`src/rtl/itsn_pkg.sv`:
```
// ----------------------------------------------------------------------------
// itsn_pkg: shared types, constants and tables
// Character codes, the per-stamp record passed from the front end to the
// arithmetic back end, and the small lookup tables used by the back end.
// ----------------------------------------------------------------------------
`default_nettype none

package itsn_pkg;

    localparam int MAX_FRAC_DIGITS_DEF = 9;

    localparam int POS_W   = 5;
    localparam int YEAR_W  = 14;
    localparam int FIELD_W = 7;
    localparam int FRAC_W  = 30;
    localparam int CNT_W   = 4;
    localparam int FDIG_W  = 4;

    localparam int Q_DEPTH = 2;
    localparam int Q_PTR_W = 1;
    localparam int Q_CNT_W = 2;

    localparam logic [7:0] CH_DASH  = 8'h2D;
    localparam logic [7:0] CH_T     = 8'h54;
    localparam logic [7:0] CH_COLON = 8'h3A;
    localparam logic [7:0] CH_DOT   = 8'h2E;
    localparam logic [7:0] CH_ZERO  = 8'h30;
    localparam logic [7:0] CH_NINE  = 8'h39;

    // One finished stamp, all fields already accumulated
    typedef struct packed {
        logic [YEAR_W-1:0]  year;
        logic [FIELD_W-1:0] month;
        logic [FIELD_W-1:0] day;
        logic [FIELD_W-1:0] hour;
        logic [FIELD_W-1:0] minute;
        logic [FIELD_W-1:0] second;
        logic [FRAC_W-1:0]  frac;
        logic [CNT_W-1:0]   frac_cnt;
        logic               bad;
    } t_stamp;

    typedef struct packed {
        logic full;
        logic empty;
    } t_q_stat;

    // Day of a March-based year on which the month starts
    function automatic logic [8:0] month_start(input logic [FIELD_W-1:0] m);
        logic [8:0] r;
        begin
            unique case (m)
                7'd3:    r = 9'd0;
                7'd4:    r = 9'd31;
                7'd5:    r = 9'd61;
                7'd6:    r = 9'd92;
                7'd7:    r = 9'd122;
                7'd8:    r = 9'd153;
                7'd9:    r = 9'd184;
                7'd10:   r = 9'd214;
                7'd11:   r = 9'd245;
                7'd12:   r = 9'd275;
                7'd1:    r = 9'd306;
                7'd2:    r = 9'd337;
                default: r = 9'd0;
            endcase
            return r;
        end
    endfunction

    // Scale for a fraction of cnt digits: 10^(9-cnt)
    function automatic logic [FRAC_W-1:0] frac_scale(input logic [CNT_W-1:0] cnt);
        logic [FRAC_W-1:0] r;
        begin
            unique case (cnt)
                4'd0:    r = 30'd1000000000;
                4'd1:    r = 30'd100000000;
                4'd2:    r = 30'd10000000;
                4'd3:    r = 30'd1000000;
                4'd4:    r = 30'd100000;
                4'd5:    r = 30'd10000;
                4'd6:    r = 30'd1000;
                4'd7:    r = 30'd100;
                4'd8:    r = 30'd10;
                default: r = 30'd1;
            endcase
            return r;
        end
    endfunction

endpackage

`default_nettype wire

```
`src/rtl/itsn_queue.sv`:
```
// ----------------------------------------------------------------------------
// itsn_queue: stamp record queue
// Two-entry register queue between the front end and the back end.
// ----------------------------------------------------------------------------
`default_nettype none

module itsn_queue (
    input  wire logic              i_clk,
    input  wire logic              i_rst_n,
    input  wire logic              i_push,
    input  wire itsn_pkg::t_stamp  i_rec,
    input  wire logic              i_pop,
    output      itsn_pkg::t_stamp  o_rec,
    output      itsn_pkg::t_q_stat o_stat
);
    import itsn_pkg::*;

    t_stamp              r_mem [Q_DEPTH];
    logic [Q_PTR_W-1:0]  r_wr_ptr;
    logic [Q_PTR_W-1:0]  r_rd_ptr;
    logic [Q_CNT_W-1:0]  r_count;

    assign o_stat.full  = (r_count == Q_CNT_W'(Q_DEPTH));
    assign o_stat.empty = (r_count == '0);
    assign o_rec        = r_mem[r_rd_ptr];

    always_ff @(posedge i_clk) begin
        if (i_push) begin
            r_mem[r_wr_ptr] <= i_rec;
        end
    end

    always_ff @(posedge i_clk) begin
        if (!i_rst_n) begin
            r_wr_ptr <= '0;
            r_rd_ptr <= '0;
            r_count  <= '0;
        end else begin
            if (i_push) r_wr_ptr <= Q_PTR_W'(r_wr_ptr + 1'b1);
            if (i_pop)  r_rd_ptr <= Q_PTR_W'(r_rd_ptr + 1'b1);
            case ({i_push, i_pop})
                2'b10:   r_count <= Q_CNT_W'(r_count + 1'b1);
                2'b01:   r_count <= Q_CNT_W'(r_count - 1'b1);
                default: r_count <= r_count;
            endcase
        end
    end

endmodule

`default_nettype wire

```
`config.mk`:
```
export PLATFORM = sky130hd
export DESIGN_NAME = itsn_queue
export DESIGN_NICKNAME = d
export VERILOG_FILES = /design/src/rtl/itsn_pkg.sv /design/src/rtl/itsn_queue.sv
export SDC_FILE = /design/constraint.sdc
export NUM_CORES = 1
export LEC_CHECK = 0
export BUFFER_PORTS_ARGS = -buffer_cell sky130_fd_sc_hd__clkbuf_2
export CAP_MARGIN = 30
export CORE_ASPECT_RATIO = 1.2
export CORE_MARGIN = 2
export CORE_UTILIZATION = 52
export DETAILED_ROUTE_END_ITERATION = 6
export GPL_TIMING_DRIVEN = 0
export PLACE_DENSITY_LB_ADDON = 0.3
export SETUP_SLACK_MARGIN = 0.5
export SYNTH_ARGS = -nofsm -noshare
export SYNTH_HDL_FRONTEND = slang
export SYNTH_SLANG_ARGS = --single-unit
```
`constraint.sdc`:
```
create_clock -name i_clk -period 5.15 [get_ports i_clk]
set_clock_uncertainty 0.05 [all_clocks]
set_input_delay 0.2575 -clock i_clk [delete_from_list [all_inputs] [get_ports i_clk]]
set_output_delay 0.2575 -clock i_clk [all_outputs]
set_load 0.005 [all_outputs]
```
Word level (Yosys, flattened, before mapping)
Memories as Yosys holds them, arrays and structs flattened. A register that Yosys moved wholly into a read port is not among the register bits.
Index checks and enable logic that the tools add are counted.
{"block": "totals", "reg_bits": 4, "latchBits": 0, "mem_bits_rw": 168, "romBits": 0, "output_inout_bits": 86, "memories": 1}
{"name": "r_mem", "words": 2, "word_bits": 84, "rd": 1, "rd_clocked_by_memory_dff": 1, "wr": 1, "line": "itsn_queue.sv:18", "source": "t_stamp r_mem [Q_DEPTH];"}
{"block": "classes", "addsub": 4, "mul": 0, "div_mod_pow": 0, "order_cmp": 0, "eq_ne": 3, "n_shift": 0, "n_mux": 5, "bitwise_logic": 0, "reduce_logical": 2}
{"op": "equality test 2 bit, second input constant", "n": 2}
{"op": "two-way mux 1 bit", "n": 4}
{"op": "case mux 2 bit (2 select lines)", "n": 1}
{"op": "adder 1 bit, second input constant", "n": 2}
{"op": "adder 2 x 1 -> 2 bit, second input constant", "n": 1}
{"op": "equality test 2 x 1 -> 1 bit, second input constant", "n": 1}
{"op": "logical NOT 2 bit", "n": 1}
{"op": "nonzero test 2 bit", "n": 1}
{"op": "subtractor 2 x 1 -> 2 bit, second input constant", "n": 1}

Depth between registers and ports, before layout
Gate-level depths: netlist of run 1.
{"block": "logic_depth", "ltp_word": 3, "depth_mapped": 5}

Worst setup path before layout of run 1
Ideal clock, no wire load.
{"block": "synth_timing", "path_kind": "input to register", "from": "input port i_push", "to": "memory r_mem[0][0] in the netlist's numbering (enable)", "setup_time_ps": 531, "t_arrival_ps": 3867, "t_required_ps": 4569, "setup_slack_ps": 702, "cell_stages": 2, "n_path_buf": 0, "path_cell_list": "inv_1 nor2_1"}
{"block": "synth_via", "elab_chain_len": 2}
{"element": "from (decl)", "line": "itsn_queue.sv:10", "source": "input wire logic i_push,"}
{"element": "two-way mux 1 bit", "line": "itsn_queue.sv:28", "source": "if (i_push) begin"}
{"element": "two-way mux 1 bit (not written as such)", "line": "itsn_queue.sv:29", "source": "r_mem[r_wr_ptr] <= i_rec;"}
{"element": "to (decl)", "line": "itsn_queue.sv:18"}
No other way between the ends.

==> results of run 1 <==
-- worst reg2reg max path, delay by kind of cell, from the launching register on --
| kind | cells | cell delay (ps) |
|---|---|---|
| AND/OR/NAND/NOR | 1 | 670 |
| flip-flops | 1 | 340 |
| buffers and inverters | 1 | 310 |
-- power groups by stage --
stage               registers, mW  logic, mW  clock network (mW)
finish                       1.64      0.350                1.23
global route                 1.65      0.380                1.29
CTS                          1.64      0.353                1.25
detailed placement           1.67      0.300                   0
global placement             1.68      0.284                   0
floorplan                    1.67      0.152                   0
-- Yosys cell counts --
library cell / number
edfxtp_1: 168
mux2_2: 84
buf_4: 6
dfxtp_1: 5
and2_1: 4
buf_2: 3
nor2_1: 2
xnor2_1: 2
a21boi_1: 1
and2b_2: 1
ha_1: 1
inv_1: 1
nor2b_1: 1
o21a_1: 1
o21ai_0: 1
or3_1: 1
xor2_1: 1
-- registers in the layout (all words and copies together), names as in the netlist, named ones only --
register	flops
r_rd_ptr	1
r_wr_ptr	1
r_count	2
r_mem	168
-- cell type report --
class	instances	area, um2	share of cell area [%]
inverter	1	3.75	0.0425
sequential	173	5140	58.3
timing repair buffer	260	1770	20.1
buffer	9	60.1	0.681
tap	157	196	2.23
antenna	1	2.50	0.0284
clock inverter	13	141	1.60
multi-input combinational	100	1070	12.1
clock buffer	19	433	4.91
-- stage by stage --
step                cells  setup TNS, ps  hold slack [ps]
global placement      613        -103490              396
detailed placement    616              0              400
finish                733              0             60.0
CTS                   732              0             34.3
floorplan             283              0              306
global route          733              0             62.4
-- kinds of logic after synthesis --
family                     synth area share [%]
adders and majority gates                 0.200
DFF                                        82.1
buffers and inverters                      1.02
muxes                                      15.1
xor gates and xnor gates                  0.419
AOI/OAI and AO/OA                         0.319
and+or+nand+nor                           0.859
-- routing by layer --
layer / vias to the layer above / GRT usage [%] / wire length [um]
li1: 1674 / - / -
met1: 1751 / 19.9 / 4550
met2: 120 / 35.3 / 6470
met3: 23 / 6.65 / 719
met4: 0 / 8.74 / 293
met5: - / 0 / 0
-- what timing repair did --
item / in CTS / in global routing
endpoints found under the setup margin: 0 / 0
hold buffers: 84 / 0
buffers inserted: 0 / 0
hold endpoints to repair: 168 / 0
-- worst min path at each step --
stage	startpoint	to	slack, ps	cells after the start
after floorplan	i_rec[0]	r_mem[0][0]$_DFFE_PP_	310	0
after global placement	i_rec[81]	r_mem[0][81]$_DFFE_PP_	400	1
after detailed placement	i_rec[73]	r_mem[1][73]$_DFFE_PP_	400	1
after CTS	i_rst_n	r_wr_ptr$_SDFFE_PN0P_	30	2
after global routing	i_rst_n	r_wr_ptr$_SDFFE_PN0P_	60	2
final	i_rst_n	r_wr_ptr$_SDFFE_PN0P_	60	2
==> results_dict.tcl, run 1 <==
set metrics [dict create \
    status "finished clean" \
    timing.critical_path.to "o_rec[28]" \
    max_freq_ghz 0.481 \
    final_cell_mix "173 x clkbuf_2, 168 x edfxtp_1, 84 x mux2_2, 84 x dlygate4sd3_1, 17 x clkbuf_16" \
    stdcell_area_um2 8820 \
    dp_slack_ps 3310 \
    vias 3568 \
    r2r_end "r_mem[0][38]$_DFFE_PP_" \
    syn-num-nets 372 \
    crit_cells 4 \
    core_um2 11700 \
    drt-total-wl_um 12000 \
    comb_power_share_pct 10.9 \
    synthToLayoutAreaGrowth_pct 40.8 \
    ys_top_cells_by_area "edfxtp_1 80%, mux2_2 15%, dfxtp_1 1.6%, buf_4 0.72%, and2_1 0.40%" \
    syn_area_per_cell_um2 22.1 \
    ys_types 17 \
    power.total_mw 3.22 \
    clk_pin_slew_ps 60 \
    route.detailed.drc 0 \
    critPathTopFamily "buffers and inverters" \
    grt_pass1_wl_um 19100 \
    path_cells "buf_2, buf_4, mux2_2, clkbuf_2" \
    required_ps 4840 \
    r2r_start "r_wr_ptr$_SDFFE_PN0P_" \
    intPower_mw 2.54 \
    fin_util_pct 75.6 \
    max_stage_delay_ps 350 \
    first_pass_iters 4 \
    wl_per_cell_um 16.4 \
    grt_util_all_layers_pct 19.4 \
    leakagePower_nw 3.39 \
    rsz0062_at_grt "false" \
    nFillCells 735 \
    crit_fanout 10 \
    die_y_um 124 \
    drt_iter0_drc 178 \
    finalNetCount 651 \
    yosysTopAreaCell "edfxtp_1" \
    syn_inst 283 \
    cts_tree "built" \
    timing.slew.headroom_pct 44.1 \
    clk_latency_ps 410 \
    tightestPinTransition_ps 837 \
    root_buffer "clkbuf_16" \
    drv_cap 0 \
    hp-class "input port to flip-flop" \
    p_seq_share_pct 51.0 \
    finalMaxSlewViolations 0 \
    cp_num_buf_inv 3 \
    overflow 0 \
    power_switching_uw 681 \
    ant_nets 0 \
    initial_utilization_pct 53.7 \
    clockPowerShare_pct 38.1 \
    syn_area_um2 6270 \
    grt_pass1_vias 3914 \
    drive_gt1_share_pct 52.3 \
    setup_viol 0 \
    synth_top_area_share_pct 80.5 \
    routed_via_density 4.87 \
    path_class "flip-flop to output pin" \
    seq_area_frac_synth_pct 82.1 \
    cts.sinks 173 \
    hold_viol_final 0 \
    place_area_um2 7410 \
    std_cell_rows 43 \
    dieArea_um2 13000 \
    h-tree-depth 4 \
    routabilityCongestion 0.705 \
    reg2regPathDepth 2 \
    antenna_found_initial 1 \
    numPortBuffers 173 \
    dp_hpwl_um 7280 \
    grt_max_degree 57 \
    rrSetupSlack_ps 3450 \
    cp.arrival_ps 1770 \
    endpoint_kind "output pin" \
    fin_crit_ps 2080 \
    synth-seq-cells 173 \
    crit_slowest_cell "mux2_2" \
    numCtsBuffers 17 \
    netSwitchingFraction_pct 21.1 \
    vdd_drop_max_uv 228 \
    setup_slack_ps 3070 \
    period_share_pct 40.4 \
    layout_commonest_cell "clkbuf_2" \
    ys_warn_count 0 \
    die_x_um 104 \
    cts_buffer_depth 2 \
    startpoint_type "flip-flop" \
    p_per_area_nw_per_um2 365 \
    ioPinCount 174 \
    cts_resized 0 \
]
(Power assumes the default switching activity.)
==> inputs of run 2 (changes only) <==
Settings changed: CORE_UTILIZATION 52 to 47.
Clock period 5.15 ns to 1.91 ns, I/O delays scaled along.
==> results_dict.tcl, run 2 (synthesis gave the netlist of run 1 again) <==
set metrics [dict create \
    finalMaxSlewViolations 0 \
    routabilityCongestion 0.671 \
    path_class "flip-flop to output pin" \
    clockPowerShare_pct 37.9 \
    first_pass_iters 4 \
    h-tree-depth 4 \
    n_antenna_cell 0 \
    route.detailed.drc 0 \
    root_buffer "clkbuf_16" \
    finalNetCount 662 \
    status "finished clean" \
    antenna_found_initial 0 \
    max_freq_ghz 0.596 \
    routed_via_density 4.83 \
    comb_power_share_pct 11.9 \
    dieArea_um2 14300 \
    cts.sinks 173 \
    grt_util_all_layers_pct 17.9 \
    synthToLayoutAreaGrowth_pct 44.9 \
    period_share_pct 87.8 \
    vias 3644 \
    largest_reg_flops 168 \
    final_cell_mix "173 x clkbuf_2, 168 x edfxtp_1, 86 x dlygate4sd3_1" \
    drive_gt1_share_pct 53.1 \
    wl_per_cell_um 16.7 \
    required_ps 1760 \
    setup_viol 0 \
    grt_max_degree 34 \
    drt_iter0_drc 102 \
    hold_viol_final 0 \
    core_um2 13100 \
    cts_buffer_depth 2 \
    die_x_um 109 \
    nFillCells 875 \
    layout_commonest_cell "clkbuf_2" \
    tightestPinTransition_ps 475 \
    overflow 0 \
    numCtsBuffers 17 \
    crit_fanout 10 \
    initial_utilization_pct 47.8 \
    grt_pass1_wl_um 18900 \
    ioPinCount 174 \
    vdd_drop_max_uv 587 \
    clk_pin_slew_ps 60 \
    ant_nets 0 \
    max_flop_register "r_mem" \
    setup_tns_ps 0 \
    cts_tree "built" \
    intPower_mw 6.93 \
    drt-total-wl_um 12600 \
    final_cells 754 \
    rsz0062_at_grt "true" \
    grt_pass1_vias 3887 \
    reg_top3 "r_mem x168, r_count x2" \
    drv_cap 0 \
    hp-class "input port to flip-flop" \
    netSwitchingFraction_pct 21.4 \
    p_seq_share_pct 50.3 \
    fin_crit_ps 1680 \
    leakagePower_nw 3.49 \
    power_switching_mw 1.89 \
    die_y_um 130 \
    endpoint_kind "output pin" \
    clk_latency_ps 400 \
    numPortBuffers 173 \
    std_cell_rows 46 \
    startpoint_type "flip-flop" \
    cp.arrival_ps 1530 \
    post-place-cells 627 \
    timing.slew.headroom_pct 68.2 \
    p_per_area_nw_per_um2 971 \
    dp_hpwl_um 7470 \
]
## run 2: cell types whose count changed in the layout (fill, tap and decap cells not counted), moves of 2 or more
cell,delta
buf_12,+7
buf_2,-2
buf_4,-2
dfxtp_1,-2
dlygate4sd3_1,+2
## run 2: worst max-delay path, stage by stage (launching register included)
cell      delay [ps]
dfxtp_4          360
buf_12           160
buf_12           140
mux2_2           340
clkbuf_2         120
## run 2: final timing paths
kind / slack [ps] / end / cells past startpoint / startpoint
setup / recovery: 230 / o_rec[32] / 4 / flip-flop
hold / removal: 50 / r_wr_ptr$_SDFFE_PN0P_ / 3 / i_push
setup reg to reg: 550 / r_mem[0][81]$_DFFE_PP_ / 3 / r_wr_ptr$_SDFFE_PN0P_
hold reg to reg: 520 / r_count[1]$_SDFFE_PN0P_ / 2 / r_count[1]$_SDFFE_PN0P_
## run 2: area by class of cell
type	count	area (um2)	share of cell area, %
Buffer	9	160	1.76
Inverter	1	3.75	0.0413
Clock buffer	20	437	4.81
Timing Repair Buffer	269	1900	20.9
Multi-Input combinational cell	102	1090	12.0
Sequential cell	173	5150	56.7
Clock inverter	12	138	1.52
Tap cell	168	210	2.31
## run 2: power by group through the flow
stage	Clock, mW	Combinational [mW]	Sequential, mW
2_1_floorplan	0	0.413	4.50
3_3_place_gp	0	0.772	4.51
3_5_place_dp	0	0.814	4.51
4_1_cts	3.41	1.04	4.43
5_1_grt	3.53	1.13	4.45
6_report	3.34	1.05	4.43
## run 2: stage by stage
step / power, mW / utilization (%) / worst slack, ps / hold WS, ps / instance area, um2
finish: 8.82 / 69.2 / 233 / 46.8 / 9080
global route: 9.12 / 69.2 / 168 / 52.8 / 9080
CTS: 8.89 / 68.9 / 212 / 23.7 / 9040
detailed placement: 5.33 / 56.6 / 17.1 / 238 / 7420
global placement: 5.28 / 56.0 / -733 / 235 / 7350
floorplan: 4.91 / - / -115 / 144 / 6280
## run 2: repair_timing
item,4_1_cts,5_1_grt
cloned,4,0
endpoints found under the hold margin,173,0
hold buffers,86,0
pin swaps,2,0
setup buffers,5,0
setup endpoints to repair,203,97
resized for setup,22,8
## run 2: routing by layer
metal / global-route usage (%) / routed length (um) / vias to the layer above
met3: 4.41 / 587 / 21
met2: 32.2 / 6880 / 105
met1: 19.8 / 4860 / 1806
met4: 8.04 / 296 / 0
met5: 0 / 0 / -
li1: - / - / 1712
