File: config.mk
export PLATFORM = sky130hd
export DESIGN_NAME = itsn_front
export DESIGN_NICKNAME = d
export VERILOG_FILES = /design/src/rtl/itsn_pkg.sv /design/src/rtl/itsn_front.sv
export SDC_FILE = /design/constraint.sdc
export NUM_CORES = 1
export LEC_CHECK = 0
export BUFFER_PORTS_ARGS = -buffer_cell sky130_fd_sc_hd__buf_2
export CAP_MARGIN = 5
export CORE_AREA = 2 2 128 143
export DETAILED_ROUTE_END_ITERATION = 8
export DIE_AREA = 0 0 130 145
export HOLD_SLACK_MARGIN = 0.02
export PLACE_DENSITY_LB_ADDON = 0.12
export SLEW_MARGIN = 15
export SYNTH_ARGS = -nofsm -noshare
export SYNTH_HDL_FRONTEND = slang
export SYNTH_SLANG_ARGS = --single-unit
File: constraint.sdc
create_clock -name i_clk -period 11.6 [get_ports i_clk]
set_input_delay 3.48 -clock i_clk [delete_from_list [all_inputs] [get_ports i_clk]]
set_output_delay 3.48 -clock i_clk [all_outputs]
set_load 0.02 [all_outputs]
File: src/rtl/itsn_pkg.sv
// ----------------------------------------------------------------------------
// itsn_pkg: shared types, constants and tables
// Character codes, the per-stamp record passed from the front end to the
// arithmetic back end, and the small lookup tables used by the back end.
// ----------------------------------------------------------------------------
`default_nettype none

package itsn_pkg;

    localparam int MAX_FRAC_DIGITS_DEF = 9;

    localparam int POS_W   = 5;
    localparam int YEAR_W  = 14;
    localparam int FIELD_W = 7;
    localparam int FRAC_W  = 30;
    localparam int CNT_W   = 4;
    localparam int FDIG_W  = 4;

    localparam int Q_DEPTH = 2;
    localparam int Q_PTR_W = 1;
    localparam int Q_CNT_W = 2;

    localparam logic [7:0] CH_DASH  = 8'h2D;
    localparam logic [7:0] CH_T     = 8'h54;
    localparam logic [7:0] CH_COLON = 8'h3A;
    localparam logic [7:0] CH_DOT   = 8'h2E;
    localparam logic [7:0] CH_ZERO  = 8'h30;
    localparam logic [7:0] CH_NINE  = 8'h39;

    // One finished stamp, all fields already accumulated
    typedef struct packed {
        logic [YEAR_W-1:0]  year;
        logic [FIELD_W-1:0] month;
        logic [FIELD_W-1:0] day;
        logic [FIELD_W-1:0] hour;
        logic [FIELD_W-1:0] minute;
        logic [FIELD_W-1:0] second;
        logic [FRAC_W-1:0]  frac;
        logic [CNT_W-1:0]   frac_cnt;
        logic               bad;
    } t_stamp;

    typedef struct packed {
        logic full;
        logic empty;
    } t_q_stat;

    // Day of a March-based year on which the month starts
    function automatic logic [8:0] month_start(input logic [FIELD_W-1:0] m);
        logic [8:0] r;
        begin
            unique case (m)
                7'd3:    r = 9'd0;
                7'd4:    r = 9'd31;
                7'd5:    r = 9'd61;
                7'd6:    r = 9'd92;
                7'd7:    r = 9'd122;
                7'd8:    r = 9'd153;
                7'd9:    r = 9'd184;
                7'd10:   r = 9'd214;
                7'd11:   r = 9'd245;
                7'd12:   r = 9'd275;
                7'd1:    r = 9'd306;
                7'd2:    r = 9'd337;
                default: r = 9'd0;
            endcase
            return r;
        end
    endfunction

    // Scale for a fraction of cnt digits: 10^(9-cnt)
    function automatic logic [FRAC_W-1:0] frac_scale(input logic [CNT_W-1:0] cnt);
        logic [FRAC_W-1:0] r;
        begin
            unique case (cnt)
                4'd0:    r = 30'd1000000000;
                4'd1:    r = 30'd100000000;
                4'd2:    r = 30'd10000000;
                4'd3:    r = 30'd1000000;
                4'd4:    r = 30'd100000;
                4'd5:    r = 30'd10000;
                4'd6:    r = 30'd1000;
                4'd7:    r = 30'd100;
                4'd8:    r = 30'd10;
                default: r = 30'd1;
            endcase
            return r;
        end
    endfunction

endpackage

`default_nettype wire

File: src/rtl/itsn_front.sv
// ----------------------------------------------------------------------------
// itsn_front: character front end
// Tracks the character position, checks separators and digits, accumulates
// the decimal fields and emits one record per completed stamp.
// ----------------------------------------------------------------------------
`default_nettype none

module itsn_front #(
    parameter int MAX_FRACTION_DIGITS = itsn_pkg::MAX_FRAC_DIGITS_DEF
) (
    input  wire logic                       i_clk,
    input  wire logic                       i_rst_n,
    input  wire logic                       i_cfg_valid,
    input  wire logic [itsn_pkg::FDIG_W-1:0] i_cfg_data,
    input  wire logic                       i_valid,
    output      logic                       o_ready,
    input  wire logic [7:0]                 i_char,
    input  wire logic                       i_start,
    input  wire itsn_pkg::t_q_stat          i_qstat,
    output      logic                       o_push,
    output      itsn_pkg::t_stamp           o_rec
);
    import itsn_pkg::*;

    localparam logic [POS_W-1:0] P_DASH1  = POS_W'(4);
    localparam logic [POS_W-1:0] P_DASH2  = POS_W'(7);
    localparam logic [POS_W-1:0] P_T      = POS_W'(10);
    localparam logic [POS_W-1:0] P_COLON1 = POS_W'(13);
    localparam logic [POS_W-1:0] P_COLON2 = POS_W'(16);
    localparam logic [POS_W-1:0] P_DOT    = POS_W'(19);
    localparam logic [POS_W-1:0] P_FRAC0  = POS_W'(20);
    localparam logic [POS_W-1:0] P_NOFRAC = POS_W'(18);
    localparam logic [FDIG_W-1:0] FD_MAX  = FDIG_W'(MAX_FRACTION_DIGITS);

    logic [FDIG_W-1:0]  r_fdig;
    logic [POS_W-1:0]   r_pos,    n_pos;
    logic [YEAR_W-1:0]  r_year,   n_year;
    logic [FIELD_W-1:0] r_month,  n_month;
    logic [FIELD_W-1:0] r_day,    n_day;
    logic [FIELD_W-1:0] r_hour,   n_hour;
    logic [FIELD_W-1:0] r_minute, n_minute;
    logic [FIELD_W-1:0] r_second, n_second;
    logic [FRAC_W-1:0]  r_frac,   n_frac;
    logic               r_err,    n_err;

    logic               w_accept;
    logic [FDIG_W-1:0]  w_fd;
    logic [POS_W-1:0]   w_last;
    logic               w_end;
    logic               w_digit;
    logic [3:0]         w_dval;
    logic [POS_W-1:0]   w_cnt;

    assign o_ready  = !i_qstat.full;
    assign w_accept = i_valid && o_ready;

    assign w_fd    = (r_fdig > FD_MAX) ? FD_MAX : r_fdig;
    assign w_last  = (w_fd != '0) ? POS_W'(P_DOT + POS_W'(w_fd)) : P_NOFRAC;
    assign w_digit = (i_char >= CH_ZERO) && (i_char <= CH_NINE);
    assign w_dval  = w_digit ? 4'(i_char - CH_ZERO) : 4'd0;

    always_comb begin
        logic [POS_W-1:0] p;
        p        = i_start ? '0 : r_pos;
        n_year   = i_start ? '0 : r_year;
        n_month  = i_start ? '0 : r_month;
        n_day    = i_start ? '0 : r_day;
        n_hour   = i_start ? '0 : r_hour;
        n_minute = i_start ? '0 : r_minute;
        n_second = i_start ? '0 : r_second;
        n_frac   = i_start ? '0 : r_frac;
        n_err    = i_start ? 1'b0 : r_err;

        if (p == P_DASH1 || p == P_DASH2) begin
            if (i_char != CH_DASH) n_err = 1'b1;
        end else if (p == P_T) begin
            if (i_char != CH_T) n_err = 1'b1;
        end else if (p == P_COLON1 || p == P_COLON2) begin
            if (i_char != CH_COLON) n_err = 1'b1;
        end else if (p == P_DOT) begin
            if (i_char != CH_DOT) n_err = 1'b1;
        end else begin
            if (!w_digit) n_err = 1'b1;
            if (p < P_DASH1)
                n_year = YEAR_W'(n_year * YEAR_W'(10) + YEAR_W'(w_dval));
            else if (p < P_DASH2)
                n_month = FIELD_W'(n_month * FIELD_W'(10) + FIELD_W'(w_dval));
            else if (p < P_T)
                n_day = FIELD_W'(n_day * FIELD_W'(10) + FIELD_W'(w_dval));
            else if (p < P_COLON1)
                n_hour = FIELD_W'(n_hour * FIELD_W'(10) + FIELD_W'(w_dval));
            else if (p < P_COLON2)
                n_minute = FIELD_W'(n_minute * FIELD_W'(10) + FIELD_W'(w_dval));
            else if (p < P_DOT)
                n_second = FIELD_W'(n_second * FIELD_W'(10) + FIELD_W'(w_dval));
            else
                n_frac = FRAC_W'(n_frac * FRAC_W'(10) + FRAC_W'(w_dval));
        end

        w_end = (p >= w_last);
        n_pos = w_end ? '0 : POS_W'(p + POS_W'(1));
        // digits seen after the dot, by position
        w_cnt = (p >= P_FRAC0) ? POS_W'(p - P_DOT) : '0;
    end

    always_comb begin
        o_rec.year     = n_year;
        o_rec.month    = n_month;
        o_rec.day      = n_day;
        o_rec.hour     = n_hour;
        o_rec.minute   = n_minute;
        o_rec.second   = n_second;
        o_rec.frac     = n_frac;
        o_rec.frac_cnt = (w_cnt > POS_W'(9)) ? CNT_W'(9) : CNT_W'(w_cnt);
        o_rec.bad      = n_err || (n_month < FIELD_W'(1)) || (n_month > FIELD_W'(12));
    end

    assign o_push = w_accept && w_end;

    always_ff @(posedge i_clk) begin
        if (!i_rst_n) begin
            r_fdig <= '0;
        end else if (i_cfg_valid) begin
            r_fdig <= i_cfg_data;
        end
    end

    always_ff @(posedge i_clk) begin
        if (!i_rst_n) begin
            r_pos    <= '0;
            r_year   <= '0;
            r_month  <= '0;
            r_day    <= '0;
            r_hour   <= '0;
            r_minute <= '0;
            r_second <= '0;
            r_frac   <= '0;
            r_err    <= 1'b0;
        end else if (w_accept) begin
            r_pos <= n_pos;
            if (w_end) begin
                r_year   <= '0;
                r_month  <= '0;
                r_day    <= '0;
                r_hour   <= '0;
                r_minute <= '0;
                r_second <= '0;
                r_frac   <= '0;
                r_err    <= 1'b0;
            end else begin
                r_year   <= n_year;
                r_month  <= n_month;
                r_day    <= n_day;
                r_hour   <= n_hour;
                r_minute <= n_minute;
                r_second <= n_second;
                r_frac   <= n_frac;
                r_err    <= n_err;
            end
        end
    end

endmodule

`default_nettype wire

# Yosys cells after proc, flatten, opt, wreduce, memory -nomap -nowiden
# Index checks and enable logic that the tools add are counted.
# totals
in_bits,19
reg_bits,89
mem_count,0
out_inout_bits,86
latch_bits,0
elab_cells,148
ram_bits,0
romBits,0
# classes
reduce_logical,9
multipliers,7
n_div,0
order_cmp,14
n_bitwise,0
shift,0
add_sub_neg,11
muxes,87
n_eq_ne,10
# op_table
cell,count
$mux 30,12
$mux 7,50
$mux 14,7
$add 7x4->7,5
$mul 7x3->6 const B,5
$add 30x4->30,1
$mul 30x3->29 const B,1
$ne 8x6->1 const B,3
$mux 5,4
$add 14x4->14,1
$mul 14x3->13 const B,1
$mux 4,3
$mux 1,11
$eq 5x3->1 const B,2
$eq 5x4->1 const B,2
$eq 5x5->1 const B,2
$lt 5x3->1 const B,2
$lt 5x4->1 const B,2
$lt 5x5->1 const B,2
$ge 8x6->1 const B,1
$le 8x6->1 const B,1
$ne 8x7->1 const B,1
$gt 7x4->1 const B,1
$lt 7x1->1 const B,1
12 further kinds,17

# Longest topological paths before layout
# Gate-level depths: netlist of run 1.
# depth
depth_word,15
ltp_mapped,18
ltp_nobuf,17

# Worst setup path before layout of run 1
# OpenSTA, ideal clock, no wires.
# synth_path
path_type,in2out
startpoint,input i_start
endpoint,output o_rec[34] in the netlist's numbering
path_buffers,3
required_ns,8.120
stages,16
path_slack_ns,0.151
arrival_ns,7.969
cell_sequence,clkbuf_1 > clkbuf_1 > clkbuf_1 > nor2b_1 > ha_1 > ha_1 > a21o_1 > a22o_1 > o211a_1 > xnor2_1 > nor4_2 > nand4_1 > nor4_1 > o2111ai_1 > xnor2_1 > o21ai_0
# synth_rtl
element,line_no,rtl
start: declaration,itsn_front.sv:18,"input wire logic i_start,"
end: declaration,itsn_front.sv:21,output itsn_pkg::t_stamp o_rec

==> impl_metrics.ini, run 1 <==
[status]
status = completed

[global_routing]
grt_pass1_vias = 8738
grt_max_degree = 94
antenna_found_initial = 0
grt_use_total_pct = 27.3
overflow = 0
grt_pass1_wl_um = 42300

[worst_setup_path]
reg2reg_slack_ns = 7.23
critPathLaunch = i_start
max_stage_delay_ns = 0.60
cp_cell_sequence = buf_2, buf_4, nor2b_1, ha_1, ha_1, a21o_1, a22o_1, o211a_1, xnor2_1, nor4_1, buf_4, nand4_2, or4_1, or3_1, a31oi_1, buf_2
critPathCapture = o_rec[31]
cp.required_ns = 8.12
r2r_end = r_frac[29]
crit_type = primary input to output pin
worstSetupStartpointType = primary input
arrival_ns = 7.87
cp_num_cells = 16
r2r_cells = 15
path_buf_inv = 4
reg2reg_from = r_frac[4]
slowest_stage = or4_1
path_max_fanout = 12
endpoint_kind = output pin
crit_family = simple AND/OR/NAND/NOR gates

[power]
combPwrFrac_pct = 8.0
intPower_mw = 0.515
seqPwrFrac_pct = 45.5
p_leak_nw = 4.99
p_total_mw = 0.678
pwr-share-clk_pct = 46.5
netSwitchingPower_mw = 0.163
sw_frac_of_total_pct = 24.1
vdd_ir_drop_max_mv = 0.0723
power.density_nw_per_um2 = 61.9

[sta]
finalHoldViolations = 0
relSlewSlack_pct = 22.7
layout_setup_ws_ns = 0.253
fmax_ghz = 0.0881
finalCritPeriodShare_pct = 97.8
period_needed_ns = 11.35
skew_ns = 0.0119
holdWs_ns = 0.459
max_slew.worst_pin.slew_ns = 1.15
final.setup.tns_ns = 0
setup-violations-final = 0
drv_slew = 0
rsz0062_at_grt = false

[die]
core_sq_um = 17400
die_w_um = 130
fp.dieArea_sq_um = 18900
row_count = 51
die_y_um = 145
ioPinCount = 105
floorplan.initialDensity_pct = 56.0

[detailed_routing]
vias = 9168
drt_wl_total_um = 25900
drc = 0
viasPerCell = 5.82
drtIter0Drc = 461
drtPass1Iterations = 5
drt-wirelength-per-cell_um = 16.4
final_antenna_net_count = 0

[clocking]
cts-htree-levels = 3
clock_path_buffers = 2
root_buffer = clkbuf_16
clkSlewWorstSetupHoldPaths_ns = 0.06
cts_buffers = 9
ctsResizeCount = 0
post-cts-setup-buffers = 0
clk_latency_ns = 0.35
cts_tree = done
clock-sinks = 89
holdBufCountCts = 0

[synth]
synthArstFlopShare_pct = 0
ys_top_cells_by_area = dfxtp_1 18%, ha_1 15%, nor2b_1 6.9%
synth_top_area_cell = dfxtp_1
synth_seq_cells = 89
ys_warn_count = 0
synth-edff-count = 0
synth_flop_cell = dfxtp_1
synth_top_area_share_pct = 18.3
ys_top_cells_by_count = 137 x nand2_1, 117 x ha_1, 107 x nor2b_1, 89 x dfxtp_1, 72 x nor2_1
yosysSeqAreaShare_pct = 18.3
netlist_area_sq_um = 9760
synth_nets = 1401
synth_most_common_cell = nand2_1
postSynthCellCount = 1251
yosysUniqueCellTypes = 71
synth.avg_cell_area_sq_um = 7.80

[placement]
pre_cts_ws_ns = 0.158
dpl_cell_area_sq_um = 10600
gp_congestion = 0.933
portBuffers = 103
hpwlAfterDp_um = 19200

[layout]
final_nets = 1484
antenna_cells = 0
fillers = 1643
final_area_sq_um = 10900
drive_gt1_share_pct = 14.7
syn_to_final_growth_pct = 12.2

[job]
maxCapViolCount = 0

[worst_hold_path]
holdPathStages = 2
hold_class = flop to flop
## worst register-to-register path, stage by stage, from the launching register on
cell,delay [ns]
dfxtp_1,0.36
nor2b_1,0.24
ha_1,0.27
ha_1,0.38
a21o_1,0.23
a22o_1,0.27
o211a_1,0.33
o211a_1,0.29
o31ai_1,0.34
nand4_1,0.17
buf_4,0.18
nor4_1,0.28
buf_4,0.19
o2111ai_1,0.19
nor3b_1,0.21
a311o_1,0.31
## layer usage
metal | wire length [um] | track usage, %
met2 | 12400 | 45.9
met3 | 968 | 3.47
met1 | 11900 | 36.1
met4 | 640 | 8.49
met5 | 0 | 0
## sequential cells by signal (all words and copies together), names as in the netlist
signal    cells
r_year       14
r_month       7
r_err         1
r_second      7
r_hour        7
r_fdig        4
r_minute      7
r_day         7
r_pos         5
r_frac       30
## final cells by class
cell class                 instances  area [sq um]  share of cell area (%)
sequential                        89          1780                    16.3
timing repair buffer             134           748                    6.83
clock buffer                      10           239                    2.18
clock inverter                     3          67.6                   0.617
tap                              238           298                    2.72
multi-input combinational       1054          7640                    69.8
inverter                          46           173                    1.58
## per-stage QoR
step           cells  utilization, %
4_1_cts         1574            62.7
6_report        1574            62.9
3_3_place_gp    1561            60.9
5_1_grt         1574            62.9
2_1_floorplan   1251               -
3_5_place_dp    1561            60.9
## layout by cell type, fill, tap and decap left out, types with 46 or more instances in the layout
master,n
o21ai_0,60
inv_1,46
nor2_1,71
nand2_1,136
nand3_1,60
ha_1,117
nor2b_1,105
dfxtp_1,89
buf_2,103
xnor2_1,66
a21oi_1,58
## worst min path at each step
stage	start	end	slack [ns]
6_report	r_year[6]	r_year[6]	0.46
5_1_grt	r_frac[1]	r_frac[1]	0.48
4_1_cts	r_minute[2]	r_minute[2]	0.46
3_5_place_dp	r_year[6]	r_year[6]	0.45
3_3_place_gp	r_frac[21]	r_frac[21]	0.44
2_1_floorplan	r_frac[17]	r_frac[17]	0.43
## kinds of logic after synthesis
| family | Yosys count | synth area share, % |
|---|---|---|
| AND/OR/NAND/NOR | 499 | 26.7 |
| other | 1 | 0.0384 |
| adder cells (fa/ha/maj) | 131 | 17.9 |
| flip-flops | 89 | 18.3 |
| multiplexers | 38 | 4.19 |
| AO/OA/AOI/OAI | 285 | 19.8 |
| XOR/XNOR | 100 | 8.98 |
| buffers and inverters | 108 | 4.19 |
## power by group through the flow
stage	Sequential, mW	Combinational [mW]	Clock [mW]
finish	0.309	0.0542	0.315
global route	0.309	0.0593	0.333
CTS	0.309	0.0539	0.322
detailed placement	0.316	0.0538	0
global placement	0.316	0.0535	0
floorplan	0.315	0.0347	0
Power figures use the tool's default switching activity.
==> inputs of run 2 (changes only) <==
==> constraint.sdc (replaced) <==
create_clock -name i_clk -period 11.6 [get_ports i_clk]
set_input_delay 2.9 -clock i_clk [delete_from_list [all_inputs] [get_ports i_clk]]
set_output_delay 2.9 -clock i_clk [all_outputs]
set_load 0.02 [all_outputs]
==> run 2 against run 1 <==
Critical path depth rose by 3. Non-clock buffer count fell by 18. Worst setup slack improved by 0.35 ns. Sequential share of layout area rose by 0.26 points. Combinational power fell by 1%. Sequential power barely moved. Count of clock-buffer cells in the layout fell by 1. Die area did not move. Global-route usage rose by 0.26 points. Clock power fell by 6%. Total power fell by 2.9%. Critical path type unchanged.
==> impl_metrics.ini, run 2 (synthesis gave the netlist of run 1 again) <==
[status]
status = completed

[layout]
regMostFlops = r_frac
drive_gt1_share_pct = 13.4
final_nets = 1466
final_common_cell = nand2_1
largest_reg_flops = 30
syn_to_final_growth_pct = 10.4
reg_top3 = r_frac: 30 flops, r_year: 14 flops
antenna_cells = 0
final_area_sq_um = 10800
most-common-layout-cells = 136 x nand2_1, 117 x ha_1, 106 x nor2b_1, 103 x buf_2, 89 x dfxtp_1

[sta]
final.setup.tns_ns = 0
fmax_ghz = 0.0909
finalHoldViolations = 0
skew_ns = 0.00998
setup-violations-final = 0
drv_slew = 0
max_slew.worst_pin.slew_ns = 1.05
relSlewSlack_pct = 29.7
rsz0062_at_grt = false
finalCritPeriodShare_pct = 94.8
layout_setup_ws_ns = 0.603
period_needed_ns = 11.00
holdWs_ns = 0.461

[job]
maxCapViolCount = 0

[die]
die_y_um = 145
ioPinCount = 105
fp.dieArea_sq_um = 18900
core_sq_um = 17400
die_w_um = 130
floorplan.initialDensity_pct = 56.0
row_count = 51

[worst_setup_path]
crit_type = primary input to output pin
arrival_ns = 8.10
worstSetupStartpointType = primary input
cp.required_ns = 8.70
endpoint_kind = output pin
path_max_fanout = 32

[detailed_routing]
viasPerCell = 5.91
final_antenna_net_count = 0
drt-wirelength-per-cell_um = 16.7
drc = 0
vias = 9221
drtPass1Iterations = 5
drtIter0Drc = 487
drt_wl_total_um = 26100

[clocking]
clock-sinks = 89
post-cts-setup-buffers = 0
cts_tree = done
clkSlewWorstSetupHoldPaths_ns = 0.06
cts-htree-levels = 3
clock_path_buffers = 2
cts_buffers = 9
clk_latency_ns = 0.35
ctsResizeCount = 0
holdBufCountCts = 0
root_buffer = clkbuf_16

[global_routing]
antenna_found_initial = 0
grt_use_total_pct = 27.6
grt_max_degree = 94
overflow = 0
grt_pass1_vias = 8730
grt_pass1_wl_um = 42700

[power]
power.density_nw_per_um2 = 61.1
vdd_ir_drop_max_mv = 0.0563
p_leak_nw = 4.90

[placement]
gp_congestion = 0.917
pre_cts_ws_ns = 0.674
portBuffers = 103
dpl_cell_area_sq_um = 10500
hpwlAfterDp_um = 19300

[worst_hold_path]
hold_class = flop to flop
==> run 2: cell count changes in the layout (fill, tap and decap cells not counted), sizes merged <==
cell and delta:
clkbuf -1, clkinvlp -1, bufinv -1, buf -18
clkinv +6
==> run 2: report_power, final <==
part	internal, mW	total (mW)	switching (mW)	leakage [nW]
Clock	0.167	0.296	0.129	0.149
Combinational	0.0156	0.0536	0.0380	4.03
Sequential	0.307	0.309	0.00194	0.718
==> run 2: worst paths after layout <==
| check | startpoint | end | slack, ns | depth (start not counted) |
|---|---|---|---|---|
| hold / removal | r_month[4] | r_month[4] | 0.46 | 2 |
| setup reg to reg | r_frac[3] | r_frac[29] | 6.65 | 15 |
| hold reg to reg | r_month[4] | r_month[4] | 0.46 | 2 |
| setup / recovery | i_start | o_rec[34] | 0.60 | 19 |
==> run 2: final cells by class <==
class                      count  area [sq um]
timing repair buffer         116           613
clock buffer                   9           225
tap                          238           298
sequential                    89          1780
fill                        1648          6640
inverter                      46           173
multi-input combinational   1054          7620
clock inverter                 7          71.3
==> run 2: critical path: stages <==
cell and delay (ns):
buf_2 0.50, inv_1 0.13, nand2_1 0.16, inv_1 0.08, ha_1 0.28, ha_1 0.22
inv_1 0.07, fa_1 0.21, nor2b_1 0.09, o31ai_1 0.48, a21oi_1 0.26, xnor2_1 0.26
nor4_2 0.49, nand4_1 0.30, nor4_1 0.64, o2111ai_1 0.35, xnor2_1 0.22, o21ai_0 0.22
buf_2 0.21
==> run 2: routing by layer <==
layer  global-route usage [%]  routed length, um  vias to the layer above
li1                         -                  -                     4579
met4                     7.69                580                        0
met2                     46.8              12700                      241
met3                     3.10               1050                       47
met1                     36.7              11700                     4354
met5                        0                  0                        -
==> run 2: per-stage QoR <==
step	total power [mW]	cells	utilization [%]
after global placement	0.368	1543	60.2
after CTS	0.665	1559	61.9
after global routing	0.681	1559	61.9
after detailed placement	0.369	1543	60.2
final	0.659	1559	61.9
after floorplan	0.349	1251	-
